==> src/hdl/rcbe_pkg.sv <==
`timescale 1ns / 1ps
`default_nettype none

package rcbe_pkg;

  // Direction store size; loco addresses at or above this are rejected
  localparam int LOCO_COUNT = 81;
  localparam int LOCO_IDX_W = (LOCO_COUNT > 1) ? $clog2(LOCO_COUNT) : 1;
  localparam logic [8:0] LOCO_LIMIT = 9'(LOCO_COUNT);

  // Speed scaling
  localparam logic [9:0] PERCENT_FULL = 10'd100;
  localparam logic [3:0] SPEED_MAX_STEP = 4'd14;

  // Command kinds on the input channel
  typedef enum logic [1:0] {
    OP_SWITCH   = 2'd0,
    OP_LOCO     = 2'd1,
    OP_FUNCTION = 2'd2,
    OP_POWER    = 2'd3
  } op_t;

  // Which byte the datapath puts on the output
  typedef enum logic [2:0] {
    SEL_SWITCH_CODE,
    SEL_SWITCH_ADDR,
    SEL_STOP,
    SEL_REVERSE,
    SEL_SPEED,
    SEL_ADDR,
    SEL_FUNCTION,
    SEL_POWER
  } byte_sel_t;

  // Controller to datapath
  typedef struct packed {
    logic      load;
    logic      toggle;
    byte_sel_t sel;
  } ctrl_cmd_t;

  // Datapath to controller
  typedef struct packed {
    op_t  op;
    logic drop;
    logic need_rev;
    logic div_done;
  } dp_stat_t;

endpackage

`default_nettype wire

==> src/hdl/rcbe_cmd_if.sv <==
`timescale 1ns / 1ps
`default_nettype none

interface rcbe_cmd_if;
  logic              valid;
  logic              ready;
  logic [1:0]        op;
  logic [7:0]        address;
  logic [2:0]        port;
  logic              turnout;
  logic signed [10:0] speed_value;
  logic              percent_mode;
  logic [9:0]        speed_max;
  logic              light_on;
  logic              reverse_request;
  logic              direction;
  logic [3:0]        function_bits;
  logic              power_on;

  modport source (
    output valid, op, address, port, turnout, speed_value, percent_mode, speed_max,
           light_on, reverse_request, direction, function_bits, power_on,
    input  ready
  );

  modport sink (
    input  valid, op, address, port, turnout, speed_value, percent_mode, speed_max,
           light_on, reverse_request, direction, function_bits, power_on,
    output ready
  );
endinterface

`default_nettype wire

==> src/hdl/rcbe_byte_if.sv <==
`timescale 1ns / 1ps
`default_nettype none

interface rcbe_byte_if;
  logic       valid;
  logic       ready;
  logic [7:0] command_byte;
  logic       last_byte;

  modport source (
    output valid, command_byte, last_byte,
    input  ready
  );

  modport sink (
    input  valid, command_byte, last_byte,
    output ready
  );
endinterface

`default_nettype wire

==> src/hdl/rcbe_ram.sv <==
`timescale 1ns / 1ps
`default_nettype none

module rcbe_ram #(
  parameter int WIDTH = 1,
  parameter int DEPTH = 2,
  parameter int AW    = (DEPTH > 1) ? $clog2(DEPTH) : 1
) (
  input  wire logic             clk,
  input  wire logic             we,
  input  wire logic [AW-1:0]    waddr,
  input  wire logic [WIDTH-1:0] wdata,
  input  wire logic [AW-1:0]    raddr,
  output logic      [WIDTH-1:0] rdata
);

  logic [WIDTH-1:0] mem [DEPTH];

  always_ff @(posedge clk) begin
    if (we) begin
      mem[waddr] <= wdata;
    end
    rdata <= mem[raddr];
  end

endmodule

`default_nettype wire

==> src/hdl/rcbe_datapath.sv <==
`timescale 1ns / 1ps
`default_nettype none

module rcbe_datapath
  import rcbe_pkg::*;
(
  input  wire logic              clk,
  input  wire logic              rst,
  input  wire ctrl_cmd_t         cmd,
  output dp_stat_t               stat,
  input  wire logic [1:0]        op,
  input  wire logic [7:0]        address,
  input  wire logic [2:0]        port,
  input  wire logic              turnout,
  input  wire logic signed [10:0] speed_value,
  input  wire logic              percent_mode,
  input  wire logic [9:0]        speed_max,
  input  wire logic              light_on,
  input  wire logic              reverse_request,
  input  wire logic              direction,
  input  wire logic [3:0]        function_bits,
  input  wire logic              power_on,
  output logic [7:0]             command_byte
);

  // Captured command
  op_t        op_q;
  logic [7:0] addr_q;
  logic [2:0] port_q;
  logic       turnout_q;
  logic       light_q;
  logic       rev_q;
  logic       dir_q;
  logic [3:0] fbits_q;
  logic       pwr_q;

  // Divider
  logic [13:0] num;
  logic [9:0]  dvs_in;
  logic        dzero_in;
  logic [13:0] rem;
  logic [9:0]  dvs;
  logic        dzero;
  logic [3:0]  quo;
  logic [2:0]  div_cnt;
  logic [1:0]  bit_idx;
  logic [13:0] trial;
  logic [13:0] d15;

  // Direction store
  logic [LOCO_IDX_W-1:0] loco_idx;
  logic [LOCO_COUNT-1:0] dir_valid;
  logic                  ram_rd;
  logic                  stored_dir;
  logic [7:0]            sw_addr;

  // Scaled numerator: v*14, zero for negative or missing speed
  always_comb begin
    num      = speed_value[10] ? 14'd0
             : ({speed_value[9:0], 4'b0000} - {3'b000, speed_value[9:0], 1'b0});
    dvs_in   = percent_mode ? PERCENT_FULL : speed_max;
    dzero_in = !percent_mode && (speed_max == 10'd0);
  end

  always_ff @(posedge clk) begin
    if (cmd.load) begin
      op_q      <= op_t'(op);
      addr_q    <= address;
      port_q    <= port;
      turnout_q <= turnout;
      light_q   <= light_on;
      rev_q     <= reverse_request;
      dir_q     <= direction;
      fbits_q   <= function_bits;
      pwr_q     <= power_on;
    end
  end

  // Saturation check first, then one quotient bit per cycle
  assign bit_idx = 2'(div_cnt - 3'd1);
  assign trial   = {4'b0000, dvs} << bit_idx;
  assign d15     = {dvs, 4'b0000} - {4'b0000, dvs};

  always_ff @(posedge clk) begin
    if (rst) begin
      div_cnt <= 3'd0;
    end else if (cmd.load) begin
      div_cnt <= 3'd5;
    end else if (div_cnt == 3'd5) begin
      if (dzero || rem >= d15) begin
        div_cnt <= 3'd0;
      end else begin
        div_cnt <= 3'd4;
      end
    end else if (div_cnt != 3'd0) begin
      div_cnt <= div_cnt - 3'd1;
    end
  end

  always_ff @(posedge clk) begin
    if (cmd.load) begin
      rem   <= num;
      dvs   <= dvs_in;
      dzero <= dzero_in;
    end else if (div_cnt == 3'd5) begin
      if (dzero) begin
        quo <= 4'd0;
      end else if (rem >= d15) begin
        quo <= SPEED_MAX_STEP;
      end else begin
        quo <= 4'd0;
      end
    end else if (div_cnt != 3'd0) begin
      if (rem >= trial) begin
        rem <= rem - trial;
        quo <= quo | (4'b0001 << bit_idx);
      end
    end
  end

  // Direction bits: RAM plus per-entry valid flags (unwritten reads as one)
  assign loco_idx   = addr_q[LOCO_IDX_W-1:0];
  assign stored_dir = dir_valid[loco_idx] ? ram_rd : 1'b1;

  rcbe_ram #(
    .WIDTH (1),
    .DEPTH (LOCO_COUNT)
  ) u_dir_ram (
    .clk   (clk),
    .we    (cmd.toggle),
    .waddr (loco_idx),
    .wdata (!stored_dir),
    .raddr (loco_idx),
    .rdata (ram_rd)
  );

  always_ff @(posedge clk) begin
    if (rst) begin
      dir_valid <= '0;
    end else if (cmd.toggle) begin
      dir_valid[loco_idx] <= 1'b1;
    end
  end

  // Status toward the controller
  always_comb begin
    stat.op       = op_q;
    stat.drop     = ((op_q == OP_SWITCH) && (addr_q == 8'd0))
                 || ((op_q == OP_LOCO) && ({1'b0, addr_q} >= LOCO_LIMIT));
    stat.need_rev = rev_q || (stored_dir != dir_q);
    stat.div_done = (div_cnt == 3'd0);
  end

  // Output byte select
  assign sw_addr = {6'(addr_q - 8'd1), 2'b00} + {5'b00000, port_q};

  always_comb begin
    case (cmd.sel)
      SEL_SWITCH_CODE: command_byte = turnout_q ? 8'd34 : 8'd33;
      SEL_SWITCH_ADDR: command_byte = sw_addr;
      SEL_STOP:        command_byte = {3'b000, light_q, 4'd0};
      SEL_REVERSE:     command_byte = {3'b000, light_q, 4'd15};
      SEL_SPEED:       command_byte = {3'b000, light_q, quo};
      SEL_ADDR:        command_byte = addr_q;
      SEL_FUNCTION:    command_byte = {4'b0100, fbits_q};
      SEL_POWER:       command_byte = pwr_q ? 8'd96 : 8'd97;
      default:         command_byte = addr_q;
    endcase
  end

endmodule

`default_nettype wire

==> src/hdl/rcbe_ctrl.sv <==
`timescale 1ns / 1ps
`default_nettype none

module rcbe_ctrl
  import rcbe_pkg::*;
(
  input  wire logic     clk,
  input  wire logic     rst,
  input  wire logic     in_valid,
  output logic          in_ready,
  output logic          out_valid,
  input  wire logic     out_ready,
  output logic          out_last,
  output ctrl_cmd_t     cmd,
  input  wire dp_stat_t stat
);

  typedef enum logic [1:0] {
    S_IDLE,
    S_WAIT,
    S_SEND
  } state_t;

  typedef enum logic [2:0] {
    K_SWITCH,
    K_LOCO,
    K_LOCO_REV,
    K_FUNCTION,
    K_POWER
  } kind_t;

  state_t     state;
  kind_t      kind;
  kind_t      kind_next;
  logic [2:0] step;
  byte_sel_t  sel;
  logic       last;

  assign in_ready = (state == S_IDLE);

  // Byte sequence per command kind
  always_comb begin
    sel  = SEL_ADDR;
    last = 1'b0;
    case (kind)
      K_SWITCH: begin
        sel  = (step == 3'd0) ? SEL_SWITCH_CODE : SEL_SWITCH_ADDR;
        last = (step != 3'd0);
      end
      K_LOCO: begin
        sel  = (step == 3'd0) ? SEL_SPEED : SEL_ADDR;
        last = (step != 3'd0);
      end
      K_LOCO_REV: begin
        case (step)
          3'd0:    sel = SEL_STOP;
          3'd2:    sel = SEL_REVERSE;
          3'd4:    sel = SEL_SPEED;
          default: sel = SEL_ADDR;
        endcase
        last = (step == 3'd5);
      end
      K_FUNCTION: begin
        sel  = (step == 3'd0) ? SEL_FUNCTION : SEL_ADDR;
        last = (step != 3'd0);
      end
      K_POWER: begin
        sel  = SEL_POWER;
        last = 1'b1;
      end
      default: begin
        sel  = SEL_ADDR;
        last = 1'b1;
      end
    endcase
  end

  always_comb begin
    case (stat.op)
      OP_SWITCH:   kind_next = K_SWITCH;
      OP_LOCO:     kind_next = stat.need_rev ? K_LOCO_REV : K_LOCO;
      OP_FUNCTION: kind_next = K_FUNCTION;
      OP_POWER:    kind_next = K_POWER;
      default:     kind_next = K_POWER;
    endcase
  end

  // Commands to the datapath
  always_comb begin
    cmd.load   = (state == S_IDLE) && in_valid;
    cmd.toggle = (state == S_WAIT) && stat.div_done && !stat.drop
              && (stat.op == OP_LOCO) && stat.need_rev;
    cmd.sel    = sel;
  end

  assign out_last = last;

  always_ff @(posedge clk) begin
    if (rst) begin
      state     <= S_IDLE;
      kind      <= K_POWER;
      step      <= 3'd0;
      out_valid <= 1'b0;
    end else begin
      case (state)
        S_IDLE: begin
          if (in_valid) begin
            state <= S_WAIT;
          end
        end
        S_WAIT: begin
          if (stat.div_done) begin
            if (stat.drop) begin
              state <= S_IDLE;
            end else begin
              kind      <= kind_next;
              step      <= 3'd0;
              out_valid <= 1'b1;
              state     <= S_SEND;
            end
          end
        end
        S_SEND: begin
          if (out_ready) begin
            if (last) begin
              out_valid <= 1'b0;
              state     <= S_IDLE;
            end else begin
              step <= step + 3'd1;
            end
          end
        end
        default: begin
          state     <= S_IDLE;
          out_valid <= 1'b0;
        end
      endcase
    end
  end

endmodule

`default_nettype wire

==> src/hdl/rail_command_byte_encoder.sv <==
`timescale 1ns / 1ps
`default_nettype none

// Serial command encoder for a classic model-railway interface. Each command
// item on the command channel becomes zero to six bytes on the result channel,
// the final one flagged with last_byte. One command is handled at a time: the
// block takes the item, waits for the loco speed divider (a saturation check,
// then one quotient bit per cycle), then sends one byte per cycle while the
// result side is ready, and returns to accept the next item. Switch commands to
// module 0 and loco commands at or above the direction store size produce no
// bytes. The per-loco direction bits start as ones after reset.
module rail_command_byte_encoder
  import rcbe_pkg::*;
(
  input wire logic clk,
  input wire logic rst,
  rcbe_cmd_if.sink     command,
  rcbe_byte_if.source  result
);

  ctrl_cmd_t cmd;
  dp_stat_t  stat;

  rcbe_ctrl u_ctrl (
    .clk       (clk),
    .rst       (rst),
    .in_valid  (command.valid),
    .in_ready  (command.ready),
    .out_valid (result.valid),
    .out_ready (result.ready),
    .out_last  (result.last_byte),
    .cmd       (cmd),
    .stat      (stat)
  );

  rcbe_datapath u_datapath (
    .clk             (clk),
    .rst             (rst),
    .cmd             (cmd),
    .stat            (stat),
    .op              (command.op),
    .address         (command.address),
    .port            (command.port),
    .turnout         (command.turnout),
    .speed_value     (command.speed_value),
    .percent_mode    (command.percent_mode),
    .speed_max       (command.speed_max),
    .light_on        (command.light_on),
    .reverse_request (command.reverse_request),
    .direction       (command.direction),
    .function_bits   (command.function_bits),
    .power_on        (command.power_on),
    .command_byte    (result.command_byte)
  );

endmodule

`default_nettype wire

==> src/flat_wrapper.sv <==
// flat-port wrapper written by rule: the top's interface ports become plain ports
module rail_command_byte_encoder_flat import rcbe_pkg::*;
  (clk, rst, command_valid, command_op, command_address, command_port, command_turnout, command_speed_value, command_percent_mode, command_speed_max, command_light_on, command_reverse_request, command_direction, command_function_bits, command_power_on, command_ready, result_valid, result_command_byte, result_last_byte, result_ready);
  rcbe_cmd_if command_i ();
  rcbe_byte_if result_i ();
  input wire logic clk;
  input wire logic rst;
  input wire logic [$bits(command_i.valid)-1:0] command_valid;
  input wire logic [$bits(command_i.op)-1:0] command_op;
  input wire logic [$bits(command_i.address)-1:0] command_address;
  input wire logic [$bits(command_i.port)-1:0] command_port;
  input wire logic [$bits(command_i.turnout)-1:0] command_turnout;
  input wire logic [$bits(command_i.speed_value)-1:0] command_speed_value;
  input wire logic [$bits(command_i.percent_mode)-1:0] command_percent_mode;
  input wire logic [$bits(command_i.speed_max)-1:0] command_speed_max;
  input wire logic [$bits(command_i.light_on)-1:0] command_light_on;
  input wire logic [$bits(command_i.reverse_request)-1:0] command_reverse_request;
  input wire logic [$bits(command_i.direction)-1:0] command_direction;
  input wire logic [$bits(command_i.function_bits)-1:0] command_function_bits;
  input wire logic [$bits(command_i.power_on)-1:0] command_power_on;
  output wire logic [$bits(command_i.ready)-1:0] command_ready;
  output wire logic [$bits(result_i.valid)-1:0] result_valid;
  output wire logic [$bits(result_i.command_byte)-1:0] result_command_byte;
  output wire logic [$bits(result_i.last_byte)-1:0] result_last_byte;
  input wire logic [$bits(result_i.ready)-1:0] result_ready;
  assign command_i.valid = command_valid;
  assign command_i.op = command_op;
  assign command_i.address = command_address;
  assign command_i.port = command_port;
  assign command_i.turnout = command_turnout;
  assign command_i.speed_value = command_speed_value;
  assign command_i.percent_mode = command_percent_mode;
  assign command_i.speed_max = command_speed_max;
  assign command_i.light_on = command_light_on;
  assign command_i.reverse_request = command_reverse_request;
  assign command_i.direction = command_direction;
  assign command_i.function_bits = command_function_bits;
  assign command_i.power_on = command_power_on;
  assign command_ready = command_i.ready;
  assign result_valid = result_i.valid;
  assign result_command_byte = result_i.command_byte;
  assign result_last_byte = result_i.last_byte;
  assign result_i.ready = result_ready;
  rail_command_byte_encoder u_core (.clk(clk), .rst(rst), .command(command_i), .result(result_i));
endmodule
==> config.mk <==
export PLATFORM = sky130hd
export DESIGN_NAME = rail_command_byte_encoder_flat
export DESIGN_NICKNAME = d
export VERILOG_FILES = /design/src/hdl/rcbe_pkg.sv /design/src/hdl/rcbe_cmd_if.sv /design/src/hdl/rcbe_byte_if.sv /design/src/hdl/rcbe_ram.sv /design/src/hdl/rcbe_datapath.sv /design/src/hdl/rcbe_ctrl.sv /design/src/hdl/rail_command_byte_encoder.sv /design/src/flat_wrapper.sv
export SDC_FILE = /design/constraint.sdc
export NUM_CORES = 1
export LEC_CHECK = 0
export BUFFER_PORTS_ARGS = -buffer_cell sky130_fd_sc_hd__buf_4
export CORE_ASPECT_RATIO = 1.25
export CORE_MARGIN = 3
export CORE_UTILIZATION = 35
export CTS_CLUSTER_DIAMETER = 200
export DETAILED_ROUTE_END_ITERATION = 7
export GPL_ROUTABILITY_DRIVEN = 0
export PLACE_DENSITY_LB_ADDON = 0.25
export SYNTH_ARGS = -nofsm -noshare
export SYNTH_HDL_FRONTEND = slang
export SYNTH_SLANG_ARGS = --single-unit
==> constraint.sdc <==
create_clock -name clk -period 12.7 [get_ports clk]
set_input_delay 1.905 -clock clk [delete_from_list [all_inputs] [get_ports clk]]
set_output_delay 1.905 -clock clk [all_outputs]
set_load 0.02 [all_outputs]
# Word-level counts from Yosys, hierarchy flattened
# Memories as Yosys holds them, arrays and structs flattened. A register that Yosys moved wholly into a read port is not among the register bits.
# Cells that the tools add are included.
# totals
reg_bits	144
mem_bits_rw	81
inputBits	48
output_inout_bits	11
elab_cells	155
mem_count	1
# classes
n_addsub	7
order_cmp	5
eq_ne	28
shifts	2
mux	48
bitwise_logic	5
n_reduce_logical	39
# memory_table
memory	depth	word_bits	rd	rd_clocked_by_memory_dff	write_ports	line	source
u_core.u_datapath.u_dir_ram.mem	81	1	1	1	1	rcbe_ram.sv:17	logic [WIDTH-1:0] mem [DEPTH];
# ops
op	n
81-bit OR	1
14-bit 2-to-1 mux	5
8-bit case mux with 8 select lines	1
14-bit greater-or-equal comparator	2
3-bit equality test (second input constant)	8
3-bit 2-to-1 mux	8
4-bit 2-to-1 mux	5
2-bit 2-to-1 mux	8
3-bit by 2-bit equality test with 1-bit output (second input constant)	5
3-bit case mux with 5 select lines	1
10-bit by 2-bit left shift with 14-bit output	1
14-bit by 10-bit subtractor with 14-bit output	1
14-bit by 11-bit subtractor with 14-bit output	1
14-bit subtractor	1
3-bit logical NOT	4
1-bit 2-to-1 mux	12
2-bit inequality test (second input constant)	6
3-bit case mux with 4 select lines	1
10-bit logical NOT	1
5-bit AND reduction	2
2-bit nonzero test	5
1-bit logical AND	9
3-bit case mux with 3 select lines	1
3-bit AND reduction	3
29 further kinds	42

# Logic depth before layout (Yosys ltp)
# depth
word_depth	9
ltp_mapped	18
mapped_depth_nobuf	18

# Hierarchy
# From an unflattened synthesis, not the netlist that was laid out.
# unflattened
cells_unflattened	1235
area_unflattened_um2	12211.7
# by_module_without_submodules
module	n_inst	cells_per_inst	area_per_inst_um2	seq_area_each_um2
rcbe_datapath	1	880	7848.8	3213.1
rcbe_ram	1	282	3741.1	2452.4
rcbe_ctrl	1	73	621.8	180.2

# Worst setup path after synthesis
# Ideal clock, no wire load.
# synth_path
path_type	register to register
start	register u_core.u_datapath.div_cnt[0]
end	register u_core.u_datapath.rem[0] (enable)
setup_time_ps	407
arrival_time_ps	4336
t_required_ps	12293
setup_slack_ps	7956
path_stages_with_launch	17
n_path_buf	2
period_less_slack_ps	4744
cell_sequence	dfxtp_1 > clkbuf_1 > clkinv_1 > ha_1 > clkbuf_1 > nand2_1 > o21ai_0 > a21oi_1 > ha_1 > nor2b_1 > o21a_1 > o21ai_0 > a21oi_1 > a211o_1 > a21o_1 > a2111oi_0 > o31ai_1
# synth_via
elab_chain_len	5
word_cells_on_any_way	9
cone_classes	1 x add/sub; 1 x order compare; 2 x eq/ne; 1 x shift; 4 x reduce/logical
# synth_lines
element	line	source
start, declared	rcbe_datapath.sv:45	logic [2:0] div_cnt;
start signal, assigned	rcbe_datapath.sv:96	div_cnt <= div_cnt - 3'd1;
3-bit by 1-bit subtractor with 3-bit output	-	
10-bit by 2-bit left shift with 14-bit output	rcbe_datapath.sv:81	assign trial = {4'b0000, dvs} << bit_idx;
14-bit greater-or-equal comparator	rcbe_datapath.sv:114	if (rem >= trial) begin
2-bit nonzero test (no source line)	-	
3-bit AND reduction (no source line) *	-	
end signal, assigned	rcbe_datapath.sv:102	rem <= num;
end signal, assigned	rcbe_datapath.sv:115	rem <= rem - trial;
end, declared	rcbe_datapath.sv:41	logic [13:0] rem;
# Mark *: on every way between the ends. The rest lies on a longest branch, timed or not.
# A chain may end at the register's enable or synchronous reset.

# Final worst setup path
# layout_path
start	register u_core.u_datapath.addr_q[0]
end	output result_command_byte[5]
# layout_via
elab_chain_len	3
# layout_lines
element	line	source
start, declared	rcbe_datapath.sv:28	logic [7:0] addr_q;
start signal, assigned	rcbe_datapath.sv:68	addr_q <= address;
6-bit by 1-bit subtractor with 6-bit output	rcbe_datapath.sv:155	assign sw_addr = {6'(addr_q - 8'd1), 2'b00} + {5'b00000, port_q};
8-bit by 3-bit adder with 8-bit output	rcbe_datapath.sv:155	
8-bit case mux with 8 select lines	rcbe_datapath.sv:158	case (cmd.sel)
end, declared	flat_wrapper.sv:23	output wire logic [$bits(result_i.command_byte)-1:0] result_command_byte;
# No other way between the ends.

==> metrics.cfg <==
[yosys]
ys.flop_type=edfxtp_1
yosys_warnings=0
synthArstFlopShare_pct=0
yosysTopAreaCell=edfxtp_1
yosys-top-cells-count=132 x edfxtp_1, 128 x nor2_1, 123 x inv_1
yosysMostFrequentCell=edfxtp_1
synth.top_cell.area_share_pct=31.96
synth_area_um2=12400
synth.avg_cell_area_um2=10.12
ys_seq_elements=226
yosys-top-cells-area=edfxtp_1 32%, dfxtp_1 15%, ha_1 5.6%
syn_nets=1330
ys_seq_area_share_pct=47.13
netlist_instances=1225
synth_edf_count=132
yosys.cell_types.count=78

[power]
switching_power_w=0.0008228
ir_drop_v=0.0001322
pwr-share-clk_pct=29.6
seq_power_share_pct=38.0
powerDensity_nw_per_um2=173.8
power_frac_comb_pct=32.4
swShare_pct=33.80
p_int_w=0.001612
leakagePower_nw=4.910

[timing]
rsz0062_at_grt=no
finClkSkew_ps=8.046
report.final.setup_viol=0
drv_slew=0
finalCritPeriodShare_pct=44.98
tightest_slew_ps=1182
worst_slack_ps=6987
min_period_ps=5713
hold_violations=0
tns_ps=0
fmax_ghz=0.1750
maxSlewHeadroom_pct=20.36

[setup_path]
critPathKind=flip-flop to primary output
end_kind=primary output
r2r-end=u_core.u_datapath.quo[1]
rr_startpoint=u_core.u_datapath.div_cnt[0]
critPathArrivalTime_ps=3810
cp_max_fo=35
reg2reg_depth=16
r2r_setup_slack_ps=7450
cp-start-kind=flip-flop
crit_required_ps=10800

[hold_path]
hold_depth=2
hold_class=flip-flop to flip-flop
hold_path_startpoint=u_core.u_datapath.dir_valid[72]
hold_end=u_core.u_datapath.dir_valid[72]

[global_route]
antenna_found_initial=0
grt_overflow=0
grt_max_degree=82
grt_pass1_wl_um=53020
grt_usage_pct=17.69
grt_pass1_vias=9505

[clock_network]
clk_latency_ps=530
cts_setup_buffers=0
holdBufCountCts=0
ctsHtreeMaxLevel=1
cts_root_buffer=clkbuf_16
path_clk_slew_ps=60
clock_path_buffers=3
cts_made_buffers=26
cts_resized=0
cts.sinks=226
cts_tree=done

[floorplan]
die_w_um=174.4
pin_count=59
dieHeight_um=216.5
coreArea_um2=34710
rows=76
initial_core_util_pct=35.73
die_area_um2=37740

[route]
vias=9385
routedWlPerCell_um=19.46
drt-total-wl_um=34040
routed_via_density=5.366
ant_nets=0
route.detailed.drc=0
drt_first_pass_iters=5
drtIter0Drc=632

[placement]
post-place-ws_ps=7525
port_buffers=58
dp_hpwl_um=23850

[outcome]
status=complete, no violations

[job]
maxCapViolCount=0

[finish]
finalCoreUtilization_pct=40.36
antennaDiodeCount=0
area_growth_pct=12.96
final_nets=1367
drive_gt1_share_pct=14.21

critical path, stage by stage (launching register included):
cell	delay [ps]
edfxtp_1	320
buf_4	290
buf_4	510
inv_2	220
ha_1	350
nor2b_1	240
nand3_1	110
o21ai_0	120
a21oi_1	110
xnor2_1	180
nor2_1	50
nor2_1	100
a21oi_1	50
o21ai_0	350
buf_4	220
worst max-delay path by stage:
| stage | from | end | depth (start not counted) |
|---|---|---|---|
| detailed placement | u_core.u_datapath.div_cnt[0] | u_core.u_datapath.quo[2] | 16 |
| global route | u_core.u_datapath.addr_q[0] | result_command_byte[5] | 14 |
| finish | u_core.u_datapath.addr_q[0] | result_command_byte[5] | 14 |
| CTS | u_core.u_datapath.addr_q[0] | result_command_byte[5] | 14 |
| floorplan | u_core.u_datapath.div_cnt[0] | u_core.u_datapath.rem[0] | 16 |
| global placement | u_core.u_datapath.addr_q[0] | result_command_byte[5] | 14 |
state kept, by name (all words and copies together) (netlist names), 2 cells and up:
| name | flops |
|---|---|
| u_core.u_datapath.op_q | 2 |
| u_core.u_datapath.quo | 4 |
| u_core.u_datapath.addr_q | 8 |
| u_core.u_datapath.fbits_q | 4 |
| u_core.u_ctrl.state | 2 |
| u_core.u_ctrl.kind | 3 |
| u_core.u_datapath.div_cnt | 3 |
| u_core.u_datapath.rem | 14 |
| u_core.u_datapath.u_dir_ram.mem | 81 |
| u_core.u_datapath.dir_valid | 81 |
| u_core.u_ctrl.step | 3 |
| u_core.u_datapath.port_q | 3 |
| u_core.u_datapath.dvs | 10 |
through the flow:
stage	cell area [µm²]	total power [W]	hold slack, ps	instances
after detailed placement	13190	0.001730	439.6	1702
after global placement	13190	0.001728	436.8	1702
after global routing	14010	0.002579	470.1	1749
after CTS	14010	0.002455	457.9	1749
final	14010	0.002434	458.5	1749
after floorplan	12400	0.001506	424.8	1225
final cells by class:
| type | instances | area, µm² |
|---|---|---|
| repair buffers | 71 | 533.0 |
| clock inverters | 6 | 33.78 |
| well taps | 468 | 585.6 |
| clock buffers | 41 | 789.5 |
| multi-input cells | 810 | 5746 |
| inverters | 127 | 476.7 |
| fillers | 3446 | 20700 |
| flip-flops and latches | 226 | 5846 |
cell usage in the layout (no fill, tap or decap), types with 6 or more instances in the layout:
master	n
o22ai_2	13
mux2_2	10
nand2_1	85
or3_1	13
clkbuf_1	9
a31oi_1	7
xnor2_1	30
clkbuf_16	28
a221oi_1	15
mux4_2	17
nand2b_1	11
nor3_1	27
dfxtp_1	94
ha_1	56
or2_2	7
nand3_1	15
a211oi_1	10
a21oi_1	67
o22ai_1	67
a21o_1	14
a22oi_1	7
a221o_1	7
edfxtp_1	132
o21ai_0	50
inv_1	123
xor2_1	8
o21bai_1	6
nor2_1	128
mux2i_1	20
nor2b_1	27
o2111ai_4	6
buf_4	71
routing by layer:
layer  track usage (%)  vias up  part of all wire [%]
met1             20.68     4559                    40
met2             33.15      238                    53
met4             5.848        0                   3.1
met3             2.401       61                   4.3
li1                  -     4527                     -
met5                 0        -                     0
power groups by stage:
stage | Combinational [W] | Clock, W | Sequential, W
final | 0.000790 | 0.000719 | 0.000925
after global routing | 0.000880 | 0.000769 | 0.000930
after CTS | 0.000794 | 0.000736 | 0.000926
after detailed placement | 0.000789 | 0 | 0.000941
after global placement | 0.000787 | 0 | 0.000941
after floorplan | 0.000601 | 0 | 0.000904
logic make-up after synthesis:
kind of cell,count (synthesis),share of synthesized area (%)
xor gates and xnor gates,39,2.815
AOI/OAI and AO/OA,322,18.90
buffers and inverters,189,6.578
and+or+nand+nor,345,13.16
adders and majority gates,57,5.811
muxes,47,5.609
DFF,226,47.13
Note: power is estimated with default switching activity, not from simulation.
